[config.mk]
export PLATFORM = sky130hd
export DESIGN_NAME = timer8_prescaler_ctc_pwm_core
export DESIGN_NICKNAME = d
export VERILOG_FILES = /design/src/rtl/core/tmr8_pkg.sv /design/src/rtl/core/timer8_prescaler_ctc_pwm_core.sv
export VERILOG_INCLUDE_DIRS = /design/src /design/src/rtl/core
export SDC_FILE = /design/constraint.sdc
export NUM_CORES = 1
export LEC_CHECK = 0
export BUFFER_PORTS_ARGS = -buffer_cell sky130_fd_sc_hd__buf_2
export CAP_MARGIN = 20
export CELL_PAD_IN_SITES_DETAIL_PLACEMENT = 1
export CELL_PAD_IN_SITES_GLOBAL_PLACEMENT = 1
export CORE_UTILIZATION = 35
export DETAILED_ROUTE_END_ITERATION = 7
export PLACE_DENSITY_LB_ADDON = 0.1
export SYNTH_ARGS = -nofsm -noshare
export SYNTH_HDL_FRONTEND = slang
export SYNTH_SLANG_ARGS = --single-unit
[constraint.sdc]
create_clock -name clk -period 2.4 [get_ports clk]
set_input_delay 0.24 -clock clk [delete_from_list [all_inputs] [get_ports clk]]
set_output_delay 0.24 -clock clk [all_outputs]
set_load 0.02 [all_outputs]
[src/rtl/core/timer8_prescaler_ctc_pwm_core_assert.svh]
// ----------------------------------------------------------------------------
// timer8 assertion macros
// shared property forms for the timer core, clocked on clk, reset on rst_n
// ----------------------------------------------------------------------------
`ifndef TIMER8_PRESCALER_CTC_PWM_CORE_ASSERT_SVH
`define TIMER8_PRESCALER_CTC_PWM_CORE_ASSERT_SVH

// same-cycle implication
`define TMR8_ASSERT_IMPL(name, ante, cons) \
    name: assert property (@(posedge clk) disable iff (!rst_n) (ante) |-> (cons)) \
        else $error("timer8 core check failed");

// next-cycle implication
`define TMR8_ASSERT_NEXT(name, ante, cons) \
    name: assert property (@(posedge clk) disable iff (!rst_n) (ante) |=> (cons)) \
        else $error("timer8 core check failed");

`endif

[src/rtl/core/tmr8_pkg.sv]
// ----------------------------------------------------------------------------
// tmr8_pkg
// request kinds, register map, mode codes and output action helper
// ----------------------------------------------------------------------------
`default_nettype none

package tmr8_pkg;

    // request kinds
    typedef logic [1:0] kind_t;
    localparam kind_t KIND_TICK  = 2'd0;
    localparam kind_t KIND_WRITE = 2'd1;
    localparam kind_t KIND_READ  = 2'd2;

    // register map
    typedef logic [2:0] reg_sel_t;
    localparam reg_sel_t REG_CONTROL = 3'd0;
    localparam reg_sel_t REG_COUNT   = 3'd1;
    localparam reg_sel_t REG_COMPARE = 3'd2;
    localparam reg_sel_t REG_FLAGS   = 3'd3;
    localparam reg_sel_t REG_MASK    = 3'd4;

    // waveform generation modes, {control[6], control[3]}
    typedef logic [1:0] wgm_t;
    localparam wgm_t WGM_NORMAL = 2'b00;
    localparam wgm_t WGM_CTC    = 2'b01;
    localparam wgm_t WGM_FAST   = 2'b11;

    // compare output actions, control[5:4]
    typedef logic [1:0] com_t;
    localparam com_t COM_NONE   = 2'd0;
    localparam com_t COM_TOGGLE = 2'd1;
    localparam com_t COM_CLEAR  = 2'd2;
    localparam com_t COM_SET    = 2'd3;

    // clock selects, control[2:0]
    typedef logic [2:0] cs_t;
    localparam cs_t CS_STOP    = 3'd0;
    localparam cs_t CS_DIV1    = 3'd1;
    localparam cs_t CS_DIV8    = 3'd2;
    localparam cs_t CS_DIV64   = 3'd3;
    localparam cs_t CS_DIV256  = 3'd4;
    localparam cs_t CS_DIV1024 = 3'd5;

    localparam logic [7:0] CONTROL_WR_MASK = 8'h7F;
    localparam logic [7:0] COUNT_TOP       = 8'hFF;

    // flag bits
    localparam int FLAG_OVF = 0;
    localparam int FLAG_CMP = 1;

    // non-pwm output action on a match or a forced compare
    function automatic logic apply_action(input com_t com, input logic level);
        logic res;
        begin
            res = level;
            case (com)
                COM_TOGGLE: res = ~level;
                COM_CLEAR:  res = 1'b0;
                COM_SET:    res = 1'b1;
                default:    res = level;
            endcase
            return res;
        end
    endfunction

endpackage

`default_nettype wire

[src/rtl/core/timer8_prescaler_ctc_pwm_core.sv]
// ----------------------------------------------------------------------------
// timer8_prescaler_ctc_pwm_core
// 8-bit timer/counter with prescaler, normal, ctc and fast pwm modes
// ----------------------------------------------------------------------------
// Usage:
//   in channel (in_valid/in_ready) carries one request: a clock tick, a
//   register write or a register read (mode, reg_select, write_data).
//   out channel (out_valid/out_ready) returns one result per request:
//   read_data (zero unless a read), wave_out and both interrupt lines as
//   they stand after that request.
//   the result is registered and presented in the cycle after the request is taken.
//   throughput: one request per cycle; the whole update is a single pass of
//   logic from the timer state and the request into the state registers and
//   the result register.
//   a new request is taken while the held result is being taken in the same
//   cycle; when the receiver stalls with a result held, in_ready drops and
//   the result and the timer state stay as they are.
//   reset clears the control byte (timer stopped), counter, compare value
//   and buffer, flags, mask, prescaler and wave level, and empties the
//   result register.
// ----------------------------------------------------------------------------
`default_nettype none

`include "timer8_prescaler_ctc_pwm_core_assert.svh"

module timer8_prescaler_ctc_pwm_core
    import tmr8_pkg::*;
#(
    parameter int PRESCALE_BITS = 10
)
(
    input  wire logic       clk,
    input  wire logic       rst_n,
    input  wire logic       in_valid,
    output logic            in_ready,
    input  wire logic [1:0] mode,
    input  wire logic [2:0] reg_select,
    input  wire logic [7:0] write_data,
    output logic            out_valid,
    input  wire logic       out_ready,
    output logic [7:0]      read_data,
    output logic            wave_out,
    output logic            overflow_irq,
    output logic            compare_irq
);

    // timer state
    logic [7:0]               control_reg, control_next;
    logic [7:0]               count_reg, count_next;
    logic [7:0]               compare_reg, compare_next;
    logic [7:0]               cmp_buf_reg, cmp_buf_next;
    logic [1:0]               flags_reg, flags_next;
    logic [1:0]               irq_mask_reg, irq_mask_next;
    logic [PRESCALE_BITS-1:0] prescale_reg, prescale_next;
    logic                     wave_reg, wave_next;
    logic                     blk_reg, blk_next;

    // result register
    logic       out_valid_reg;
    logic [7:0] rd_reg, rd_next;
    logic       pin_reg, pin_next;
    logic       ovf_irq_reg, cmp_irq_reg;

    logic  in_accept;
    logic  tap_hit;
    logic  match;
    wgm_t  wgm, wgm_new;
    com_t  com, com_new;

    assign in_ready  = !out_valid_reg || out_ready;
    assign in_accept = in_valid && in_ready;

    assign wgm = {control_reg[6], control_reg[3]};
    assign com = control_reg[5:4];

    // next state for one request
    always_comb
    begin
        control_next  = control_reg;
        count_next    = count_reg;
        compare_next  = compare_reg;
        cmp_buf_next  = cmp_buf_reg;
        flags_next    = flags_reg;
        irq_mask_next = irq_mask_reg;
        prescale_next = prescale_reg;
        wave_next     = wave_reg;
        blk_next      = blk_reg;
        rd_next       = 8'h00;
        tap_hit       = 1'b0;
        match         = 1'b0;

        case (mode)
            KIND_TICK:
            begin
                prescale_next = prescale_reg + 1'b1;
                // prescaler tap for the selected clock
                case (cs_t'(control_reg[2:0]))
                    CS_DIV1:    tap_hit = 1'b1;
                    CS_DIV8:    tap_hit = (prescale_next[2:0] == 3'd0);
                    CS_DIV64:   tap_hit = (prescale_next[5:0] == 6'd0);
                    CS_DIV256:  tap_hit = (prescale_next[7:0] == 8'd0);
                    CS_DIV1024: tap_hit = (prescale_next[9:0] == 10'd0);
                    default:    tap_hit = 1'b0;
                endcase
                if (tap_hit)
                begin
                    match    = (count_reg == compare_reg) && !blk_reg;
                    blk_next = 1'b0;
                    if (match)
                    begin
                        flags_next[FLAG_CMP] = 1'b1;
                    end
                    if (wgm == WGM_FAST)
                    begin
                        // fast pwm: match then top handling
                        if (match && com == COM_CLEAR)
                        begin
                            wave_next = 1'b0;
                        end
                        else if (match && com == COM_SET)
                        begin
                            wave_next = 1'b1;
                        end
                        if (count_reg == COUNT_TOP)
                        begin
                            count_next           = 8'h00;
                            flags_next[FLAG_OVF] = 1'b1;
                            compare_next         = cmp_buf_reg;
                            if (com == COM_CLEAR)
                            begin
                                wave_next = 1'b1;
                            end
                            else if (com == COM_SET)
                            begin
                                wave_next = 1'b0;
                            end
                        end
                        else
                        begin
                            count_next = count_reg + 8'd1;
                        end
                    end
                    else
                    begin
                        // normal and ctc
                        if (match)
                        begin
                            wave_next = apply_action(com, wave_reg);
                        end
                        if (wgm == WGM_CTC && match)
                        begin
                            count_next = 8'h00;
                        end
                        else if (count_reg == COUNT_TOP)
                        begin
                            count_next           = 8'h00;
                            flags_next[FLAG_OVF] = 1'b1;
                        end
                        else
                        begin
                            count_next = count_reg + 8'd1;
                        end
                    end
                end
            end
            KIND_WRITE:
            begin
                case (reg_select)
                    REG_CONTROL:
                    begin
                        control_next = write_data & CONTROL_WR_MASK;
                        if (write_data[7] && wgm_new != WGM_FAST)
                        begin
                            wave_next = apply_action(com_new, wave_reg);
                        end
                    end
                    REG_COUNT:
                    begin
                        count_next = write_data;
                        blk_next   = 1'b1;
                    end
                    REG_COMPARE:
                    begin
                        cmp_buf_next = write_data;
                        if (wgm != WGM_FAST)
                        begin
                            compare_next = write_data;
                        end
                    end
                    REG_FLAGS:   flags_next    = flags_reg & ~write_data[1:0];
                    REG_MASK:    irq_mask_next = write_data[1:0];
                    default:     ;
                endcase
            end
            KIND_READ:
            begin
                case (reg_select)
                    REG_CONTROL: rd_next = control_reg;
                    REG_COUNT:   rd_next = count_reg;
                    REG_COMPARE: rd_next = cmp_buf_reg;
                    REG_FLAGS:   rd_next = {6'd0, flags_reg};
                    REG_MASK:    rd_next = {6'd0, irq_mask_reg};
                    default:     rd_next = 8'h00;
                endcase
            end
            default: ;
        endcase
    end

    // mode and action of a control byte being written
    assign wgm_new = {write_data[6], write_data[3]};
    assign com_new = write_data[5:4];

    // pin level after the request
    always_comb
    begin
        if (control_next[5:4] == COM_NONE ||
            ({control_next[6], control_next[3]} == WGM_FAST &&
             control_next[5:4] == COM_TOGGLE))
        begin
            pin_next = 1'b0;
        end
        else
        begin
            pin_next = wave_next;
        end
    end

    // state registers
    always_ff @(posedge clk or negedge rst_n)
    begin
        if (!rst_n)
        begin
            control_reg  <= '0;
            count_reg    <= '0;
            compare_reg  <= '0;
            cmp_buf_reg  <= '0;
            flags_reg    <= '0;
            irq_mask_reg <= '0;
            prescale_reg <= '0;
            wave_reg     <= 1'b0;
            blk_reg      <= 1'b0;
        end
        else if (in_accept)
        begin
            control_reg  <= control_next;
            count_reg    <= count_next;
            compare_reg  <= compare_next;
            cmp_buf_reg  <= cmp_buf_next;
            flags_reg    <= flags_next;
            irq_mask_reg <= irq_mask_next;
            prescale_reg <= prescale_next;
            wave_reg     <= wave_next;
            blk_reg      <= blk_next;
        end
    end

    // result register control
    always_ff @(posedge clk or negedge rst_n)
    begin
        if (!rst_n)
        begin
            out_valid_reg <= 1'b0;
        end
        else if (in_accept)
        begin
            out_valid_reg <= 1'b1;
        end
        else if (out_ready)
        begin
            out_valid_reg <= 1'b0;
        end
    end

    // result payload
    always_ff @(posedge clk)
    begin
        if (in_accept)
        begin
            rd_reg      <= rd_next;
            pin_reg     <= pin_next;
            ovf_irq_reg <= flags_next[FLAG_OVF] & irq_mask_next[FLAG_OVF];
            cmp_irq_reg <= flags_next[FLAG_CMP] & irq_mask_next[FLAG_CMP];
        end
    end

    assign out_valid    = out_valid_reg;
    assign read_data    = rd_reg;
    assign wave_out     = pin_reg;
    assign overflow_irq = ovf_irq_reg;
    assign compare_irq  = cmp_irq_reg;

    // checks
    `TMR8_ASSERT_IMPL(a_ovf_irq_tracks_state, out_valid_reg,
        ovf_irq_reg == (flags_reg[FLAG_OVF] & irq_mask_reg[FLAG_OVF]))
    `TMR8_ASSERT_IMPL(a_cmp_irq_tracks_state, out_valid_reg,
        cmp_irq_reg == (flags_reg[FLAG_CMP] & irq_mask_reg[FLAG_CMP]))
    `TMR8_ASSERT_NEXT(a_no_read_zero_data, in_accept && mode != KIND_READ,
        rd_reg == 8'h00)
    `TMR8_ASSERT_NEXT(a_stopped_count_holds,
        in_accept && mode == KIND_TICK && control_reg[2:0] == CS_STOP,
        $stable(count_reg))

endmodule

`default_nettype wire

=== After elaboration in Yosys (flattened, before gate mapping) ===
Cells that the tools add are included.

* $add $sub $neg: 2
* Equality and inequality tests: 31
* Multiplexer cells: 44
* Bitwise operators: 5
* Reductions and logical operators: 25

{| class="wikitable"
|+ Operators by type and width
! kind !! number
|-
| 8-bit two-way mux || 10
|-
| 8-bit one-hot mux with 5 select lines || 1
|-
| 8-bit one-hot mux with 2 select lines || 2
|-
| 1-bit two-way mux || 19
|-
| 2-bit != test, second input constant || 8
|-
| 2-bit == test, second input constant || 7
|-
| 7-bit two-way mux || 2
|-
| 3-bit by 2-bit == test with 1-bit output, second input constant || 4
|-
| 10-bit by 1-bit adder with 10-bit output, second input constant || 1
|-
| 2-bit by 1-bit == test with 1-bit output, second input constant || 5
|-
| 10-bit logical NOT || 1
|-
| 3-bit == test, second input constant || 3
|-
| 8-bit by 1-bit adder with 8-bit output, second input constant || 1
|-
| 8-bit == test || 1
|-
| 8-bit == test, second input constant || 1
|-
| 8-bit logical NOT || 1
|-
| 2-bit two-way mux || 4
|-
| 1-bit logical AND || 7
|-
| 7-bit AND reduction || 1
|-
| 3-bit by 1-bit == test with 1-bit output, second input constant || 2
|-
| 3-bit logical NOT || 2
|-
| 6-bit logical NOT || 1
|-
| 1-bit one-hot mux with 3 select lines || 2
|-
| 3-bit AND reduction || 2
|-
| 13 further kinds || 19
|}

* Flip-flop bits (word level): 59
* Input port bits: 17
* Output and inout bits: 13

=== Longest topological paths before layout ===
* Word-level depth: 11
* Gate-level depth with buffers: 8
* Mapped depth without buffers: 8

=== Worst setup path before layout ===
Ideal clock, no wire load.

* Kind: register to register
* Start: register prescale_reg[0]
* End: register compare_reg[0]
* Setup time: 0.125 ns
* Arrival: 2.241 ns
* Path slack: 0.034 ns
* Stages on the path, launching flop included: 9
* Path buffers: 0
* Period minus slack after synthesis: 2.366 ns
* Path through: dfrtp_1 -> ha_1 -> ha_1 -> a211oi_1 -> nor3_1 -> a21oi_1 -> nor3_4 -> a31oi_4 -> mux2_2

* Longest elaborated chain between the ends: 6
* Elaborated cells between the ends (all ways): 9
* Those cells by class: add/sub (1); eq/ne (1); mux (2); reduce/logical (5)

{| class="wikitable"
|+ RTL lines
! what !! RTL line !! text
|-
| start: declaration || timer8_prescaler_ctc_pwm_core.sv:54 || <nowiki>logic [PRESCALE_BITS-1:0] prescale_reg, prescale_next;</nowiki>
|-
| start signal: assignment || timer8_prescaler_ctc_pwm_core.sv:252 || <nowiki>prescale_reg <= prescale_next;</nowiki>
|-
| 10-bit by 1-bit adder with 10-bit output (*) || timer8_prescaler_ctc_pwm_core.sv:95 || <nowiki>prescale_next = prescale_reg + 1'b1;</nowiki>
|-
| 10-bit logical NOT, or another cell as far along || timer8_prescaler_ctc_pwm_core.sv:102 || <nowiki>CS_DIV1024: tap_hit = (prescale_next[9:0] == 10'd0);</nowiki>
|-
| 1-bit one-hot mux with 5 select lines (*) || timer8_prescaler_ctc_pwm_core.sv:97 || <nowiki>case (cs_t'(control_reg[2:0]))</nowiki>
|-
| 1-bit two-way mux (*) || timer8_prescaler_ctc_pwm_core.sv:92 || <nowiki>case (mode)</nowiki>
|-
| 2-bit != test (no source line) (*) || - ||
|-
| 7-bit AND reduction (no source line) (*) || - ||
|-
| end signal: assignment || timer8_prescaler_ctc_pwm_core.sv:248 || <nowiki>compare_reg <= compare_next;</nowiki>
|-
| end: declaration || timer8_prescaler_ctc_pwm_core.sv:50 || <nowiki>logic [7:0] compare_reg, compare_next;</nowiki>
|}

Mark *: on every way between the ends. The rest lies on a longest branch, timed or not. The select of a mux whose other input is x is not followed.
A chain may end at the register's enable or synchronous reset.

=== Final worst setup path ===
Same ends and word-level chain as after synthesis.

==> flow_metrics.env <==
export IMPL_cp_cell_sequence="ha_2 -> ha_1 -> a211oi_1 -> nor3_2 -> a21oi_1 -> buf_4 -> nor3_4 -> a31oi_4 -> buf_12 -> mux2_2"
export IMPL_p_total_uw=3080
export IMPL_fmax_mhz=441
export IMPL_grt_usage=0.210
export IMPL_cpPeakStageDelay_ps=390
export IMPL_syn_avg_cell_area_sq_um=10.2
export IMPL_slew_limit_headroom=0.674
export IMPL_regArea_sq_um=1530
export IMPL_setup_worst_path_start_class="flop"
export IMPL_tns_ps=0
export IMPL_final_period_utilization=0.944
export IMPL_grt_pass1_vias=2998
export IMPL_hpwl_um=7400
export IMPL_period_needed_ps=2270
export IMPL_rr_worst_depth=10
export IMPL_root_buffer="clkbuf_8"
export IMPL_dp_cells=512
export IMPL_core_area_sq_um=9420
export IMPL_crit_path_end_kind="flop"
export IMPL_synth_seq_area_share=0.444
export IMPL_vias=2818
export IMPL_powerDensity_nw_per_um2=744
export IMPL_final_fill_count=1078
export IMPL_dr_first_iter_drc_count=77
export IMPL_antenna_found_initial=0
export IMPL_cp_top_family="compound AO/OA/AOI/OAI gates"
export IMPL_die_area_sq_um=10300
export IMPL_overflow=0
export IMPL_synth_seq_cells=59
export IMPL_place_ws_ps=99.3
export IMPL_fin_skew_ps=5.58
export IMPL_numCtsBuffers=9
export IMPL_cts_sinks=59
export IMPL_synth_edff_count=11
export IMPL_ios=30
export IMPL_clk_latency_ps=340
export IMPL_multi_input_area_sq_um=1840
export IMPL_clk_pin_slew_ps=70
export IMPL_rsz0062_at_grt="no"
export IMPL_max_slew_worst_pin_slew_ps=487
export IMPL_yosys_warnings=0
export IMPL_async_flop_share=0.814
export IMPL_clockBufferDepth=2
export IMPL_wl_per_cell_um=18.2
export IMPL_hold_depth=3
export IMPL_post_route_util=0.440
export IMPL_syn_nets=359
export IMPL_irDropWorstVdd_mv=0.245
export IMPL_finalNonFillerCells=530
export IMPL_status="finished, final reports clean"
export IMPL_grt_first_pass_wirelength_um=16000
export IMPL_cpMaxStageDelayCell="dfrtp_1"
export IMPL_drv_slew=0
export IMPL_cp_max_fo=8
export IMPL_maxCapViolations=0
export IMPL_antenna_cells=0
export IMPL_synth_flop_cell="dfrtp_1"
export IMPL_worst_slack_ps=135
export IMPL_gp_congestion=0.775
export IMPL_syn_area_sq_um=3450
export IMPL_die_x_um=101
export IMPL_via_per_inst=5.32
export IMPL_final_layout_size_suffix_gt1_frac=0.284
export IMPL_cp_depth=10
export IMPL_worst_ep_required_time_ps=2620
export IMPL_leakage_uw=0.00178
export IMPL_antenna_left=0
export IMPL_synth_cells=339
export IMPL_synthToLayoutAreaGrowth_pct=20.0
export IMPL_initial_core_util=0.367
export IMPL_cts_tree="yes"
export IMPL_setup_violations=0
export IMPL_grt_max_degree=19
export IMPL_hp_class="input port to flop"
export IMPL_largest_register_ffs=10
export IMPL_nNetsFinal=416
export IMPL_portBuffers=29
export IMPL_worst_ep_arrival_time_ps=2490
export IMPL_fp_dieH_um=101
export IMPL_crit_type="flop to flop"
export IMPL_h_tree_depth=3
export IMPL_ys_types=54
export IMPL_crit_buf_inv=2
export IMPL_remaining_drc_errors=0
export IMPL_drt_first_pass_iters=4
export IMPL_drt_total_wl_um=9640
export IMPL_fp_row_count=35
export IMPL_hold_viol=0
[cell type report]
type | instances | share of cell area
clock inverters | 4 | 0.00604
flip-flops and latches | 59 | 0.370
well taps | 129 | 0.0390
multi-input cells | 257 | 0.444
inverters | 8 | 0.00725
clock buffers | 12 | 0.0375
repair buffers | 61 | 0.0967
[worst paths after layout]
check,from,endpoint,slack [ps]
worst max-delay path,prescale_reg[0],compare_reg[0],130
worst min-delay path,in_valid,out_valid,100
worst max register to register,prescale_reg[0],compare_reg[0],130
worst min register to register,prescale_reg[9],prescale_reg[9],520
max in group asynchronous,rst_n,count_reg[2],1380
min in group asynchronous,rst_n,cmp_buf_reg[0],400
[cell families (layout without fill, tap and decap cells)]
family,count (synthesis),in the layout,synth area share
AOI/OAI and AO/OA,61,61,0.148
buffers and inverters,23,85,0.0261
adders and majority gates,3,3,0.0109
and+or+nand+nor,135,135,0.198
xor gates and xnor gates,18,18,0.0457
DFF,59,59,0.444
muxes,40,40,0.129
[routing by layer]
metal / routed length, um / part of all wire / track usage / up-vias
met5: 0 / 0 / 0 / -
met4: 118 / 0.012 / 0.0736 / 0
met3: 213 / 0.022 / 0.0297 / 9
met2: 4430 / 0.46 / 0.332 / 39
met1: 4870 / 0.51 / 0.294 / 1416
li1: - / - / - / 1354
[layout by cell type, fill, tap and decap left out, types with 15 or more instances in the layout]
cell type / count
dfrtp_1: 48
nand2_1: 46
buf_4: 30
buf_2: 29
nor2_1: 25
mux2_2: 25
xnor2_1: 15
nand3_1: 15
[cells in the mapped netlist (6+ instances only)]
master     count  area, sq um
o21ai_0       10         50.1
inv_1          8         30.0
nand4_1        6         37.5
clkbuf_1      11         41.3
nor3_1         9         45.0
nand2b_1       6         37.5
xnor2_1       15          131
nand3_1       15         75.1
mux2_2        25          282
o211ai_1       6         45.0
mux2i_1       11          110
nand2_1       46          173
dfrtp_1       48         1200
nor2_1        25         93.8
a21oi_1       11         55.1
edfxtp_1      11          330
o2bb2ai_1      6         52.6
[power breakdown]
part | leakage, uW | total [uW] | switching [uW] | internal, uW
registers | 0.000737 | 1330 | 156 | 1170
clock network | 0.0000884 | 858 | 430 | 428
logic | 0.000956 | 897 | 472 | 424
[worst min-delay path, delay by kind of cell]
kind	cells	cell delay, ps
buffers and inverters	2	130
and+or+nand+nor	1	40
[per-stage QoR]
step | hold slack (ps) | instance area, sq um
2_1_floorplan | -55.6 | 3450
3_3_place_gp | 204 | 3920
3_5_place_dp | 217 | 3920
4_1_cts | 89.0 | 4110
5_1_grt | 116 | 4140
6_report | 103 | 4140
[timing repair]
| item | in CTS | in global routing |
|---|---|---|
| setup buffers | 0 | 1 |
| hold buffers | 1 | 0 |
| endpoints found under the setup margin | 0 | 9 |
| gates resized for setup | 0 | 2 |
| hold endpoints to repair | 16 | 0 |
(Power assumes the default switching activity.)
